[config.mk]
export PLATFORM = sky130hd
export DESIGN_NAME = fp32_multiplier
export DESIGN_NICKNAME = d
export VERILOG_FILES = /design/src/hw/rtl/fp32m_pkg.sv /design/src/hw/rtl/fp32_multiplier.sv /design/src/hw/rtl/fp32m_round.sv
export SDC_FILE = /design/constraint.sdc
export NUM_CORES = 2
export LEC_CHECK = 0
export BUFFER_PORTS_ARGS = -buffer_cell sky130_fd_sc_hd__buf_2
export CAP_MARGIN = 20
export CORE_MARGIN = 2
export CORE_UTILIZATION = 50
export CTS_BUF_LIST = sky130_fd_sc_hd__clkbuf_8
export DETAILED_ROUTE_END_ITERATION = 16
export PLACE_DENSITY = 0.75
export SETUP_SLACK_MARGIN = 0.15
export SYNTH_ARGS = -nofsm -noshare
export SYNTH_HDL_FRONTEND = slang
export SYNTH_HIERARCHICAL = 1
export SYNTH_SLANG_ARGS = --single-unit
[constraint.sdc]
create_clock -name i_clk -period 10.54 [get_ports i_clk]
set_input_delay 0.527 -clock i_clk [delete_from_list [all_inputs] [get_ports i_clk]]
set_output_delay 0.527 -clock i_clk [all_outputs]
set_load 0.05 [all_outputs]
[src/hw/rtl/fp32m_pkg.sv]
// Shared constants and helpers for the single-precision multiplier.
package fp32m_pkg;
    localparam int unsigned WORD_W = 32;
    localparam int unsigned SIG_W  = 24;
    localparam int unsigned PROD_W = 48;
    localparam logic [31:0] QNAN_BITS = 32'h7FC0_0000;
    localparam logic [31:0] INF_BITS  = 32'h7F80_0000;

    typedef struct packed {
        logic        sign;
        logic        is_nan;
        logic        is_inf;
        logic        is_zero;
        logic [9:0]  exp_sum;
        logic [SIG_W-1:0] sig_a;
        logic [SIG_W-1:0] sig_b;
    } t_unpacked;

    function automatic logic [4:0] lead_zeros24(input logic [23:0] v);
        logic [4:0] n;
        n = 5'd24;
        for (int i = 0; i < 24; i++) begin
            if (v[i]) begin
                n = 5'(23 - i);
            end
        end
        return n;
    endfunction
endpackage

[src/hw/rtl/fp32_multiplier.sv]
// Top level of the single-precision multiplier.
// IEEE 754 binary32 multiplier, round to nearest even, full subnormal support.
// Input channel: i_valid/o_ready with i_operand_a and i_operand_b.
// Output channel: o_valid/i_ready with o_product.
// A transaction is accepted when valid and ready are both high.
// The product passes stage one and stage two before o_valid rises.
// Stage one unpacks operands and forms the 24x24 significand product;
// stage two normalizes, rounds and packs into the output register.
// Throughput: one transaction per cycle while i_ready stays high; the 24x24
// multiply sets the stage one path and the rounding adder the stage two path.
// NaN inputs or infinity times zero give quiet NaN 0x7FC00000.
// When the receiver stalls, the pipeline holds; o_ready falls only when
// both stages are full and the output is not taken.
// Reset (synchronous, active low) empties both stages.
module fp32_multiplier
    import fp32m_pkg::*;
(
    input  logic        i_clk,
    input  logic        i_rst_n,
    input  logic        i_valid,
    output logic        o_ready,
    input  logic [31:0] i_operand_a,
    input  logic [31:0] i_operand_b,
    output logic        o_valid,
    input  logic        i_ready,
    output logic [31:0] o_product
);
    logic              r_v1, r_v2;
    logic              r_sign, r_special;
    logic [31:0]       r_special_bits, r_product;
    logic signed [9:0] r_exp;
    logic [PROD_W-1:0] r_prod;
    logic              adv2, adv1;
    logic [31:0]       n_special_bits, rounded;
    logic              n_special;
    logic signed [9:0] n_exp;
    logic [23:0]       sa, sb;
    logic signed [9:0] ea, eb;

    assign adv2    = !r_v2 || i_ready;
    assign adv1    = !r_v1 || adv2;
    assign o_ready = adv1;
    assign o_valid = r_v2;
    assign o_product = r_product;

    function automatic logic is_nan(input logic [31:0] x);
        return x[30:23] == 8'hFF && x[22:0] != 23'd0;
    endfunction

    always_comb begin
        logic        sg;
        logic [4:0]  za, zb;
        sg = i_operand_a[31] ^ i_operand_b[31];
        za = lead_zeros24({1'b0, i_operand_a[22:0]});
        zb = lead_zeros24({1'b0, i_operand_b[22:0]});
        if (i_operand_a[30:23] == 8'd0) begin
            sa = {1'b0, i_operand_a[22:0]} << za;
            ea = 10'sd1 - 10'(za);
        end else begin
            sa = {1'b1, i_operand_a[22:0]};
            ea = 10'(i_operand_a[30:23]);
        end
        if (i_operand_b[30:23] == 8'd0) begin
            sb = {1'b0, i_operand_b[22:0]} << zb;
            eb = 10'sd1 - 10'(zb);
        end else begin
            sb = {1'b1, i_operand_b[22:0]};
            eb = 10'(i_operand_b[30:23]);
        end
        n_exp = ea + eb - 10'sd127;
        n_special = 1'b1;
        if (is_nan(i_operand_a) || is_nan(i_operand_b)) begin
            n_special_bits = QNAN_BITS;
        end else if (i_operand_a[30:0] == INF_BITS[30:0]
                     || i_operand_b[30:0] == INF_BITS[30:0]) begin
            if (i_operand_a[30:0] == 31'd0 || i_operand_b[30:0] == 31'd0) begin
                n_special_bits = QNAN_BITS;
            end else begin
                n_special_bits = {sg, INF_BITS[30:0]};
            end
        end else if (i_operand_a[30:0] == 31'd0 || i_operand_b[30:0] == 31'd0) begin
            n_special_bits = {sg, 31'd0};
        end else begin
            n_special_bits = '0;
            n_special = 1'b0;
        end
    end

    always_ff @(posedge i_clk) begin
        if (!i_rst_n) begin
            r_v1 <= 1'b0;
            r_v2 <= 1'b0;
        end else begin
            if (adv1) begin
                r_v1 <= i_valid;
            end
            if (adv2) begin
                r_v2 <= r_v1;
            end
        end
    end

    always_ff @(posedge i_clk) begin
        if (adv1 && i_valid) begin
            r_sign         <= i_operand_a[31] ^ i_operand_b[31];
            r_special      <= n_special;
            r_special_bits <= n_special_bits;
            r_exp          <= n_exp;
            r_prod         <= sa * sb;
        end
        if (adv2 && r_v1) begin
            r_product <= r_special ? r_special_bits : rounded;
        end
    end

    fp32m_round u_round (
        .i_sign (r_sign),
        .i_exp  (r_exp),
        .i_prod (r_prod),
        .o_bits (rounded)
    );
endmodule

[src/hw/rtl/fp32m_round.sv]
// Normalize, denormalize and round a 48-bit significand product.
module fp32m_round
    import fp32m_pkg::*;
(
    input  logic              i_sign,
    input  logic signed [9:0] i_exp,
    input  logic [PROD_W-1:0] i_prod,
    output logic [31:0]       o_bits
);
    logic [PROD_W-1:0] p;
    logic [PROD_W-1:0] lost_mask;
    logic signed [9:0] e;
    logic [9:0]        sh;
    logic [23:0]       m;
    logic [23:0]       rnd;
    logic [24:0]       m_r;
    logic [32:0]       bits;

    always_comb begin
        if (i_prod[PROD_W-1]) begin
            p = i_prod;
            e = i_exp + 10'sd1;
        end else begin
            p = {i_prod[PROD_W-2:0], 1'b0};
            e = i_exp;
        end
        sh = 10'(10'sd1 - e);
        lost_mask = '0;
        if (e <= 10'sd0) begin
            if (sh >= 10'd48) begin
                p = {47'd0, |p};
            end else begin
                lost_mask = (48'd1 << sh[5:0]) - 48'd1;
                p = (p >> sh[5:0]) | {47'd0, |(p & lost_mask)};
            end
            e = 10'sd1;
        end
        m   = p[47:24];
        rnd = p[23:0];
        m_r = {1'b0, m};
        if (rnd > 24'h80_0000 || (rnd == 24'h80_0000 && m[0])) begin
            m_r = m_r + 25'd1;
        end
        bits = {10'(e - 10'sd1), 23'd0} + {8'd0, m_r};
        if (e >= 10'sd255 || bits >= {1'b0, INF_BITS}) begin
            o_bits = {i_sign, INF_BITS[30:0]};
        end else begin
            o_bits = {i_sign, bits[30:0]};
        end
    end
endmodule

# Word level (Yosys, flattened, before mapping)
# Cells that the tools add are included.
[word_totals]
wordCells = 121
inputBits = 68
n_memories = 0
register_bits = 126
mem_bits_rw = 0
latch_bits = 0
rom_bits = 0
out_inout_bits = 34
[classes]
mul = 1
n_reduce_logical = 23
div_mod_pow = 0
n_mux = 62
n_eq_ne = 5
bitwise = 3
n_lt_le_gt_ge = 5
addsub = 10
shift = 4
[op_table]
columns = ["operator", "count"]
rows = [
  ["5-bit two-way mux", 44],
  ["48-bit two-way mux", 3],
  ["32-bit two-way mux", 4],
  ["48-bit OR reduction", 2],
  ["31-bit == test (second input constant)", 2],
  ["31-bit logical NOT", 2],
  ["48-bit bitwise AND", 1],
  ["24-bit by 24-bit multiplier with 48-bit output", 1],
  ["24-bit two-way mux", 2],
  ["48-bit by 1-bit OR with 48-bit output", 1],
  ["1-bit by 6-bit left shift with 48-bit output (first input constant)", 1],
  ["23-bit by 5-bit left shift with 24-bit output", 2],
  ["48-bit by 6-bit >> shifter with 48-bit output", 1],
  ["48-bit by 1-bit subtractor with 48-bit output (second input constant)", 1],
  ["23-bit nonzero test", 2],
  ["10-bit two-way mux", 4],
  ["33-bit by 25-bit adder with 33-bit output", 1],
  ["33-bit by 31-bit >= comparator with 1-bit output (second input constant)", 1],
  ["31-bit two-way mux", 1],
  ["24-bit by 1-bit adder with 25-bit output (second input constant)", 1],
  ["25-bit two-way mux", 1],
  ["24-bit == test (second input constant)", 1],
  ["24-bit > comparator (second input constant)", 1],
  ["8-bit == test (second input constant)", 2],
  ["17 further kinds", 31],
]

# Longest topological paths before layout
[depth]
depth_word = 27
ltp_mapped = 41
mapped_depth_nobuf = 36

# Hierarchy
# Netlist, hierarchy kept.
[modules_own_cells]
columns = ["mod", "cells_per_inst", "seq_area_each_um2", "n_inst", "area_per_inst_um2"]
rows = [
  ["fp32_multiplier", 2983, 2892.8, 1, 26063.7],
  ["fp32m_round", 1188, 0.0, 1, 7562.3],
]

# Worst setup path after synthesis
# Ideal clock, no wire load.
[synth_path]
kind = "input port to flip-flop"
start = "input port i_operand_b[6]"
end = "register r_prod[46], data pin"
path_slack_ns = 0.807
path_buffers = 2
setup_time_ns = 0.262
stages = 36
t_required_ns = 10.278
t_arrival_ns = 9.470
path_cell_list = "or2_0 -> a211oi_1 -> a21oi_1 -> nor3_4 -> buf_4 -> mux4_2 -> mux2i_4 -> and2_1 -> a211oi_2 -> a22oi_1 -> buf_2 -> nor2_1 -> fa_1 -> inv_1 -> fa_1 -> inv_1 -> fa_1 -> inv_1 -> fa_1 -> inv_1 -> fa_1 -> fa_1 -> inv_1 -> fa_1 -> inv_1 -> ha_1 -> a211oi_1 -> nor2_1 -> o41ai_1 -> o21a_1 -> o22ai_1 -> a2111oi_0 -> o21ai_0 -> a41oi_1 -> a21oi_1 -> xor2_1"
[synth_between]
elab_chain_cells = 20
[synth_lines]
columns = ["item", "line", "source"]
rows = [
  ["start, declared", "fp32_multiplier.sv:23", "input logic [31:0] i_operand_b,"],
  ["5-bit two-way mux (17 in a row)", "fp32m_pkg.sv:23", "if (v[i]) begin"],
  ["23-bit by 5-bit left shift with 24-bit output", "fp32_multiplier.sv:64", "sb = {1'b0, i_operand_b[22:0]} << zb;"],
  ["24-bit two-way mux (*)", "fp32_multiplier.sv:63", "if (i_operand_b[30:23] == 8'd0) begin"],
  ["24-bit by 24-bit multiplier with 48-bit output (*)", "fp32_multiplier.sv:109", "r_prod <= sa * sb;"],
  ["end signal, assigned", "fp32_multiplier.sv:109", ""],
  ["end, declared", "fp32_multiplier.sv:32", "logic [PROD_W-1:0] r_prod;"],
]
# Every way passes the cells marked *; elsewhere a longest branch is shown, timed or not.
# A chain may end at the register's enable or synchronous reset.

# Worst setup path after layout
[layout_path]
start = "input port i_operand_a[5]"
end = "register r_prod[44], data pin"
[layout_between]
elab_chain_cells = 21
[layout_lines]
columns = ["item", "line", "source"]
rows = [
  ["start, declared", "fp32_multiplier.sv:22", "input logic [31:0] i_operand_a,"],
  ["5-bit two-way mux (18 in a row)", "fp32m_pkg.sv:23", ""],
  ["23-bit by 5-bit left shift with 24-bit output", "fp32_multiplier.sv:57", "sa = {1'b0, i_operand_a[22:0]} << za;"],
  ["24-bit two-way mux (*)", "fp32_multiplier.sv:56", "if (i_operand_a[30:23] == 8'd0) begin"],
  ["24-bit by 24-bit multiplier with 48-bit output (*)", "fp32_multiplier.sv:109", ""],
]
# Marked as above.

==> metrics list <==
* Cell count after synthesis: 4171
* Slowest cell on the critical path: fa_1
* Post-Layout Inst Area: 35700 µm²
- Number of diodes: 0
* Die area: 69300 µm²
* Total CTS buffers: 9
- The flow ran to the end, and the final reports show no timing, DRC or antenna violations.
* Die X: 263 µm
- Global routing usage summed across all routing layers: 35.0%
- Once the clock tree was built, the resizer swapped 0 gates to a different size.
- Top_reg_cell synth: edfxtp_1
- For this design, the CTS-stage hold fixing added 0 buffers.
- Of the cells placed in the final design, the portion with a size suffix greater than 1 is 10.3%.
- Entering global routing, the biggest net connects 64 pins.
- Smallest hold slack: 0.304 ns
- Ranked by total cell area, the synthesized netlist is headed by fa_1 29%, edfxtp_1 8.5%, ha_1 7.4%.
* Type of the tightest min-delay check: in -> reg
* Endpoint required time on the critical path: 10.73 ns
- Setup repair after global routing missed its margin: false
* Critical-path maximum fanout: 10
- For the pin with the worst max-slew slack, the measured transition is 1.29 ns.
* Placer Congestion: 1.06
* Post-layout minimum cycle time: 9.83 ns
- After synthesis the netlist holds a flip-flop and latch count of 97.
- Initial antenna violation count: 0
* Core footprint: 66900 µm²
- The first TritonRoute pass finished after 8 iterations.
- R2R setup slack: 1.42 ns
* Number of nets in the layout: 4968
* Most frequent cell on the critical path: fa_1
- Of all cell types, the one taking the most synthesized area is fa_1.
- At the later pin of the worst-skew pair, clock insertion delay measures 0.45 ns.
- Detail Route Antenna Nets: 0
- Hold violation total from the final report: 0
* Max-slew violation total from the final report: 0
- TritonCTS built the clock tree.
- On the worst path, the slowest cell contributes a delay of 0.54 ns.
- Initial standard-cell utilization of the core: 50.2%
- Setup bufs post-CTS: 0
* Via density per instance: 6.16
* CP Launch Type: input pin
- The total overflow left after global routing is 0.
* Wire length of the first global-routing pass: 187 mm
- Setup slack at placement: -0.0240 ns
- Final Skew: 0.0321 ns
- Pin placement for this block handled 102 I/O pins.
- Number of port buffers: 101
- For this run, asynchronously set or reset flops after synthesis account for 0%.
- Yosys printed 6 warnings.
- Timing-limited maximum frequency: 102 MHz
- Each instance of the synthesized netlist takes up on average 8.06 µm².
- Number of clock sinks: 97
- Counting distinct cell types in the post-synthesis netlist gives 116.
* Proportion of synthesized chip area in sequential cells: 8.60%
* Type of destination of the critical path: register
- For this block, the initial DRC count from the detailed router was 3202.
- Max-cap violations in this run came to 0.
- Row Count: 95
* Area fraction of the dominant cell type after synthesis: 28.8%
* Post-Synthesis Cell Area: 33600 µm²
- Sum of routed wire length over all layers: 121 mm
- From bottom edge to top edge, the die measures 263 µm.
- Synth Net Count: 4923
- Data on the critical path arrives at its endpoint at 10.02 ns.
* Setup WS post-layout: 0.707 ns
- Across all layers, the routed design uses 31400 vias.
- CTS built an H-tree with a depth of 3.
- Setup violations remaining at the end of the flow were counted as 0.
- Once placement finished, the instance area stood at 35400 µm².
- The wire-length estimate of the detail-placed layout is 98.7 mm.
- Number of global-route vias before repair: 31500
- Wirelength per Cell: 23.8 µm
* Clk pin slew, worst setup/hold paths: 0.11 ns
* Buffers from clock root to sink, at most: 2
* Setup CP Type: in -> reg
- Relative to the synthesized area, the layout overhead comes to 6.13%.
- In this run, synthesis inferred 95 flip-flops with an integrated enable.
- The cell sitting at the root of the clock tree is a clkbuf_8.
* Remaining max-slew budget at the tightest pin: 13.2%
* Remaining routing DRC violations: 0
- Of the available clock period, the critical path in the final layout requires 93.3%.
## through the flow
| stage | instances | utilization [%] | setup TNS [ns] |
|---|---|---|---|
| after floorplan | 4171 | - | 0 |
| after global placement | 5077 | 53.0 | 0 |
| after detailed placement | 5077 | 53.0 | -0.0405 |
| after CTS | 5093 | 53.3 | 0 |
| after global routing | 5094 | 53.3 | 0 |
| final | 5094 | 53.3 | 0 |
## metal layers
layer  GRT usage, %  vias up  routed length (µm)  share of wire (%)
li1               -    13900                   -                  -
met1           43.3    15200               45500                 38
met2           56.5     1847               54900                 45
met4           21.0        0                8540                7.1
met3           7.11      474               12100                 10
met5              0        -                   0                  0
## flip-flops by register name, summed over array words and instances, names as in the netlist
name / count
r_special_bits: 3
o_product: 32
r_sign: 1
r_prod: 48
r_special: 1
o_valid: 1
r_v1: 1
r_exp: 10
## layout make-up
class / count / area [µm²]
well taps: 873 / 1090
clock inverters: 7 / 93.8
multi-input cells: 3180 / 27200
clock buffers: 9 / 124
flip-flops and latches: 97 / 2890
inverters: 651 / 2440
fillers: 6346 / 31200
repair buffers: 277 / 1870
## cell usage after synthesis, types with 54 or more instances
cell type and count:
xnor2_1 62, o21ai_0 135, a21oi_1 189, inv_1 644, nand2_1 495, edfxtp_1 95, and2_1 54, ha_1 200
nor2_1 445, mux2i_1 130, nand3_1 76, buf_2 100, fa_1 484, clkbuf_1 98, nor3_1 80
## cell usage in the layout (no fill, tap or decap), types with 38 or more instances in the layout
master and count:
xnor2_1 62, buf_2 101, nor2b_1 51, edfxtp_1 95, and2_1 53, buf_4 173, a21o_1 42, inv_1 644
xor2_1 39, fa_1 484, o21ai_0 132, a21oi_1 188, a31oi_1 38, nor4_1 38, nand3_1 76, nor3_1 80
nor2_1 445, a211oi_1 40, nand2b_1 52, nand2_1 495, ha_1 200, mux2i_1 129
## worst max-delay path, delay by kind of cell
family | cells | cell delay, ns
AOI/OAI and AO/OA | 12 | 3.08
xor gates and xnor gates | 1 | 0.07
adders and majority gates | 8 | 3.85
buffers and inverters | 8 | 0.79
muxes | 2 | 0.48
and+or+nand+nor | 5 | 1.21
## cells by family after synthesis
kind of cell	count (synthesis)	synth area share (%)
and+or+nand+nor	1439	19.9
buffers and inverters	894	10.7
AOI/OAI and AO/OA	779	15.9
adders and majority gates	684	36.3
muxes	173	5.83
xor gates and xnor gates	105	2.82
DFF	97	8.60
## worst paths after layout
kind	from	end	cells after the start
worst max-delay path	i_operand_a[5]	r_prod[44]$_DFFE_PP_	36
worst max register to register	r_exp[1]$_DFFE_PP_	o_product[25]$_DFFE_PP_	25
worst min-delay path	i_rst_n	o_valid$_SDFFE_PN0P_	2
worst min register to register	r_v1$_SDFFE_PN0N_	o_valid$_SDFFE_PN0P_	1
Power is left out: the tool's default activity adds up to more than one toggle a clock period on the data nets, which glitch-free logic cannot reach.
